<file path="src/rtl/bba_pkg.sv">
`timescale 1ns / 1ps
`default_nettype none

package bba_pkg;

    localparam int MAX_BLOCKS    = 8192;
    localparam int WORD_BITS     = 32;
    localparam int MAP_WORDS     = MAX_BLOCKS / WORD_BITS;
    localparam int IDX_W         = $clog2(MAX_BLOCKS);
    localparam int CNT_W         = IDX_W + 1;
    localparam int BIT_W         = $clog2(WORD_BITS);
    localparam int WADDR_W       = $clog2(MAP_WORDS);
    localparam int WCNT_W        = WADDR_W + 1;
    localparam int S_TDATA_W     = 16;
    localparam int M_TDATA_W     = 32;

    typedef logic [IDX_W-1:0]     idx_t;
    typedef logic [CNT_W-1:0]     cnt_t;
    typedef logic [BIT_W-1:0]     bitsel_t;
    typedef logic [WADDR_W-1:0]   waddr_t;
    typedef logic [WCNT_W-1:0]    wcnt_t;
    typedef logic [WORD_BITS-1:0] word_t;

    typedef enum logic [1:0] {
        FUNC_FORMAT = 2'd0,
        FUNC_ALLOC  = 2'd1,
        FUNC_FREE   = 2'd2,
        FUNC_TEST   = 2'd3
    } func_t;

    typedef enum logic [1:0] {
        STAT_OK      = 2'd0,
        STAT_NO_FREE = 2'd1,
        STAT_RANGE   = 2'd2
    } status_t;

    localparam logic REG_TOTAL    = 1'b0;
    localparam logic REG_RESERVED = 1'b1;

    typedef struct packed {
        logic cap;
        logic fmt_init;
        logic fmt_step;
        logic scan_init;
        logic scan_step;
        logic rd_idx;
        logic upd;
        logic out_load;
    } cmd_t;

    typedef struct packed {
        func_t func;
        logic  count_zero;
        logic  idx_oob;
        logic  fmt_done;
        logic  scan_found;
        logic  scan_miss;
    } stat_t;

endpackage

`default_nettype wire

</file>
<file path="src/rtl/bba_ctrl.sv">
`timescale 1ns / 1ps
`default_nettype none

module bba_ctrl (
    input  wire logic           aclk,
    input  wire logic           aresetn,
    input  wire logic           s_tvalid,
    output logic                s_tready,
    output logic                m_tvalid,
    input  wire logic           m_tready,
    input  wire bba_pkg::stat_t stat,
    output bba_pkg::cmd_t       cmd
);

    typedef enum logic [5:0] {
        ST_IDLE   = 6'b000001,
        ST_DISP   = 6'b000010,
        ST_FMT_WR = 6'b000100,
        ST_SCAN   = 6'b001000,
        ST_UPD    = 6'b010000,
        ST_FIN    = 6'b100000
    } state_t;

    state_t state_reg, state_next;
    logic   m_valid_reg, m_valid_next;

    assign s_tready = (state_reg == ST_IDLE);
    assign m_tvalid = m_valid_reg;

    always_comb begin
        state_next = state_reg;
        cmd        = '0;
        case (state_reg)
            ST_IDLE: begin
                if (s_tvalid) begin
                    cmd.cap    = 1'b1;
                    state_next = ST_DISP;
                end
            end
            ST_DISP: begin
                case (stat.func)
                    bba_pkg::FUNC_FORMAT: begin
                        cmd.fmt_init = 1'b1;
                        state_next   = ST_FMT_WR;
                    end
                    bba_pkg::FUNC_ALLOC: begin
                        if (stat.count_zero) begin
                            state_next = ST_UPD;
                        end else begin
                            cmd.scan_init = 1'b1;
                            state_next    = ST_SCAN;
                        end
                    end
                    default: begin
                        cmd.rd_idx = !stat.idx_oob;
                        state_next = ST_UPD;
                    end
                endcase
            end
            ST_FMT_WR: begin
                if (stat.fmt_done) begin
                    state_next = ST_UPD;
                end else begin
                    cmd.fmt_step = 1'b1;
                end
            end
            ST_SCAN: begin
                cmd.scan_step = 1'b1;
                if (stat.scan_found || stat.scan_miss) begin
                    state_next = ST_UPD;
                end
            end
            ST_UPD: begin
                cmd.upd    = 1'b1;
                state_next = ST_FIN;
            end
            ST_FIN: begin
                // The result moves to the output register once it is free.
                if (!m_valid_reg || m_tready) begin
                    cmd.out_load = 1'b1;
                    state_next   = ST_IDLE;
                end
            end
            default: begin
                state_next = ST_IDLE;
            end
        endcase
    end

    always_comb begin
        if (cmd.out_load) begin
            m_valid_next = 1'b1;
        end else if (m_tready) begin
            m_valid_next = 1'b0;
        end else begin
            m_valid_next = m_valid_reg;
        end
    end

    always_ff @(posedge aclk) begin
        if (!aresetn) begin
            state_reg   <= ST_IDLE;
            m_valid_reg <= 1'b0;
        end else begin
            state_reg   <= state_next;
            m_valid_reg <= m_valid_next;
        end
    end

endmodule

`default_nettype wire

</file>
<file path="config.mk">
export PLATFORM = sky130hd
export DESIGN_NAME = bba_ctrl
export DESIGN_NICKNAME = d
export VERILOG_FILES = /design/src/rtl/bba_pkg.sv /design/src/rtl/bba_ctrl.sv
export SDC_FILE = /design/constraint.sdc
export NUM_CORES = 1
export LEC_CHECK = 0
export BUFFER_PORTS_ARGS = -buffer_cell sky130_fd_sc_hd__buf_2
export CORE_MARGIN = 5
export CORE_UTILIZATION = 31
export DETAILED_ROUTE_END_ITERATION = 8
export GPL_TIMING_DRIVEN = 0
export SYNTH_ARGS = -nofsm -noshare
export SYNTH_HDL_FRONTEND = slang
export SYNTH_SLANG_ARGS = --single-unit
</file>
<file path="constraint.sdc">
create_clock -name aclk -period 1.4 [get_ports aclk]
set_input_delay 0.07 -clock aclk [delete_from_list [all_inputs] [get_ports aclk]]
set_output_delay 0.07 -clock aclk [all_outputs]
set_load 0.01 [all_outputs]
</file>
# --- Word level (Yosys, flattened, before mapping) ---
# Cells that the tools add are included.
op_classes:
  n_eq_ne: 11
  n_mux: 24
  reduce_logical: 8
op_table:
  columns: ["operator", "count"]
  rows:
  - ["6-bit one-hot mux with 6 select lines", 1]
  - ["6-bit two-way mux", 4]
  - ["1-bit two-way mux", 17]
  - ["6-bit one-hot mux with 2 select lines", 1]
  - ["2-bit inequality test (second input constant)", 4]
  - ["6-bit by 1-bit == test with 1-bit output (second input constant)", 1]
  - ["6-bit by 2-bit == test with 1-bit output (second input constant)", 1]
  - ["6-bit by 3-bit == test with 1-bit output (second input constant)", 1]
  - ["6-bit by 4-bit == test with 1-bit output (second input constant)", 1]
  - ["6-bit by 5-bit == test with 1-bit output (second input constant)", 1]
  - ["6-bit == test (second input constant)", 1]
  - ["5-bit two-way mux", 1]
  - ["4-bit AND reduction", 1]
  - ["2-bit by 1-bit == test with 1-bit output (second input constant)", 1]
  - ["1-bit zero test", 2]
  - ["2-bit zero test", 1]
  - ["1-bit logical OR", 2]
  - ["2-bit nonzero test", 1]
  - ["2-bit OR reduction", 1]
word_totals:
  ff_bits: 7
  input_bits: 11
  word_cells: 45

# --- Longest topological paths before layout ---
logic_depth:
  depth_word: 5
  ltp_mapped: 5
  depth_no_buf: 4

# --- Least setup slack after synthesis ---
# No wires, ideal clock.
synth_timing:
  kind: "register to register"
  from: "reg state_reg[2]"
  to: "reg state_reg[2]"
  setup_time_ps: 70
  t_arrival_ps: 1402
  required_time_ps: 1330
  slack_ps: -72
  path_stages_with_launch: 6
  path_buffers: 1
  path_cell_list: "dfxtp_1 buf_6 nor4_4 nand3b_2 nor3_1 o2bb2ai_1"
synth_between:
  elab_chain_cells: 3
  elab_cells_between_ends: 12
  classes_between: "10 x eq/ne; 1 x mux; 1 x reduce/logical"
synth_lines:
  columns: ["element", "line", "source"]
  rows:
  - ["from (decl)", "bba_ctrl.sv:24", "state_t state_reg, state_next;"]
  - ["from (signal assigned)", "bba_ctrl.sv:105", "state_reg <= state_next;"]
  - ["6-bit == test (tied with other cells)", "bba_ctrl.sv:33", "case (state_reg)"]
  - ["2-bit inequality test (no line)", null, null]
  - ["4-bit AND reduction (no line)", null, null]
# Parallel ways exist; a longest one is shown, timed or not.
# A chain may end at the register's enable or synchronous reset.

==> out/results.tsv <==
stage	metric	value	unit
drt	drcViolationCount	0	
placement	post-place-ws	-0.173	ns
synthesis	yosysSeqAreaShare	27.2	%
clock_tree	clk_latency	0.26	ns
power_and_ir_drop	irDropWorstVdd	0.000870	V
synthesis	yosysWarnings	0	
global_routing	busiest_layer	met2	
power_and_ir_drop	p_leak	0.416	nW
timing	fin_crit_sh	117	%
floorplan	core_area	1540	sq um
finish	area_growth	68.2	%
timing	final.setup_skew	0.00402	ns
outcome	violations	negative setup slack	
clock_tree	clk_pin_slew	0.06	ns
finish	fin_cells	111	
timing	fmax	613	MHz
placement	hpwl	917	um
clock_tree	clockRootBuffer	clkbuf_4	
global_routing	use_met3	5.92	%
setup_path	worst_setup_path_end_kind	primary output	
global_routing	gr-usage-met1	12.8	%
global_routing	grt_remaining_overflow	0	
clock_tree	clk_path_buf_depth	2	
setup_path	slowest_stage	dfxtp_4	
setup_path	crit_type	register to primary output	
placement	dpl.cell_count	95	
clock_tree	numCtsBuffers	3	
power_and_ir_drop	power_density	1090	nW/um^2
synthesis	ys_ff_latch	7	
setup_path	worstPathMaxFanout	5	
setup_path	ff2ff_path_depth	6	
finish	finalCoreUtilization	56.3	%
finish	n_antenna_cell	0	
clock_tree	cts_tree	done	
timing	finalSetupViolCount	11	
setup_path	crit_chain	nor4_4 > nand3b_4 > nor4b_4 > buf_4 > buf_4	
timing	slew_viol_final	0	
finish	fin_nets	107	
setup_path	critPathLaunch	state_reg[3]	
synthesis	synth_top_area_share	27.2	%
timing	fin_ws	-0.232	ns
setup_path	arrival	1.56	ns
synthesis	netlist_area	515	sq um
min_path	min_path_type	input port to register	
synthesis	async_flop_share	0	%
synthesis	postSynthAreaPerCell	8.74	sq um
global_routing	grt_max_degree	10	
synthesis	yosysMostFrequentCell	dfxtp_1	
finish	drive_gt1_share	60.0	%
synthesis	synth_edf_count	0	
floorplan	die_area	2580	sq um
setup_path	cp_slowest_stage_delay	0.36	ns
drt	vias	584	
drt	drt-initial-drc-count	7	
finish	stdcell_area	867	sq um
floorplan	start_util	33.4	%
timing	max-slew-margin-rel	75.3	%
global_routing	track_usage	11.6	%
outcome	status	finished, violations left	
synthesis	yosysUniqueCellTypes	27	
timing	worst_pin_slew	0.370	ns
placement	gp_congestion	0.726	
setup_path	r2r_end	state_reg[1]	
global_routing	grtUsageMet2	19.0	%
setup_path	crit_top_cell	buf_4	
placement	portBuffers	20	
floorplan	fp.dieH	50.8	um
setup_path	r2r_start	state_reg[3]	
clock_tree	cts.sinks	7	
timing	final.min_clock_period	1.63	ns
synthesis	synth_nets	70	
drt	drtAntennaViolNets	0	
setup_path	startpoint_type	register	
drt	post_drt_wl_per_cell	13.7	um
global_routing	grt_pass1_wl	2300	um
global_routing	grt_pass1_vias	566	
floorplan	row_count	14	
setup_path	required	1.33	ns
timing	fin_hold_ws	0.104	ns
timing	rsz0062_at_grt	true	
synthesis	synthCells	59	
drt	wirelength	1520	um
setup_path	rrSetupSlack	-0.15	ns
floorplan	ios	21	
floorplan	dieWidth	50.8	um
timing	hold_viol_final	0	
clock_tree	h-tree-depth	1	
drt	via_per_inst	5.26	
synthesis	ys_top_cells_by_count	dfxtp_1, nor3b_1, nor2b_1	
job	maxCapViolCount	0	
placement	dpl_cell_area	641	sq um
synthesis	yosysTopAreaCell	dfxtp_1	
finish	largest_reg_flops	6	
setup_path	endpoint	cmd[4]	
drt	dr.pass1.iters	4	
global_routing	antenna_found_initial	0	
synthesis	synthFlopType	dfxtp_1	
synthesis	synth.top_cells.by_area	dfxtp_1, nor3b_1, nor2b_1	
cells in the final DEF, fill, tap and decap left out, types with 2 or more instances in the layout:
cell type	synthesis	final
buf_4	2	13
nor4_4	1	3
nand2_1	3	3
and2_1	3	3
buf_2	0	18
and3_1	3	2
dfxtp_4	0	3
nor2_1	2	2
dfxtp_1	7	3
a21oi_1	3	3
o21a_1	2	2
nor3b_1	5	3
nor3b_2	0	2
buf_6	2	5
nor2b_1	4	3
nor3_1	3	2
and3b_1	2	2
clkbuf_4	0	3
o21ai_0	3	3
report_power, final:
group	total, mW	internal (mW)	leakage [nW]	switching [mW]
Clock	0.193	0.109	0.0150	0.0835
Combinational	0.483	0.279	0.342	0.204
Sequential	0.271	0.226	0.0589	0.0446
cell type report:
type | count | area, sq um
well taps | 16 | 20.0
repair buffers | 33 | 218
fillers | 147 | 674
flip-flops and latches | 7 | 153
multi-input cells | 48 | 424
clock buffers | 4 | 26.3
plain buffers | 3 | 26.3
repair_timing:
item                                    in CTS  in global routing
hold buffers                                 0                  0
gates resized for setup                     18                  7
pin swaps                                    6                  8
setup buffers                                9                  4
endpoints found under the setup margin      13                 15
kinds of logic (layout without fill, tap and decap cells):
logic type / count (synthesis) / in the layout / share of synthesized area (%)
flops: 7 / 7 / 27.2
xor+xnor: 1 / 1 / 1.70
simple gates: 35 / 35 / 49.5
buf+inv: 4 / 40 / 7.28
compound gates: 12 / 12 / 14.3
stage by stage:
stage                     setup TNS, ns  power, mW
after floorplan                       0      0.457
final                             -1.33      0.947
after CTS                         -1.73      0.931
after global placement           -0.541      0.534
after detailed placement         -0.563      0.536
after global routing              -2.27       1.01
layer usage:
layer  vias up  wire length, um
li1        288                -
met1       270              633
met2        22              748
met3         4              109
met4         0               27
met5         -                0
worst min-delay path by stage:
stage / start / endpoint / cells after the start
2_1_floorplan: aresetn / state_reg[0] / 1
3_3_place_gp: aresetn / state_reg[0] / 2
3_5_place_dp: aresetn / state_reg[0] / 2
4_1_cts: aresetn / state_reg[0] / 2
5_1_grt: aresetn / state_reg[3] / 2
6_report: aresetn / state_reg[0] / 2
critical path, delay by kind of cell, from the launching register on:
family | cells | cell delay (ns)
buf+inv | 2 | 0.24
flops | 1 | 0.36
simple gates | 3 | 0.70
No activity file was read; power rests on OpenSTA's default activity.
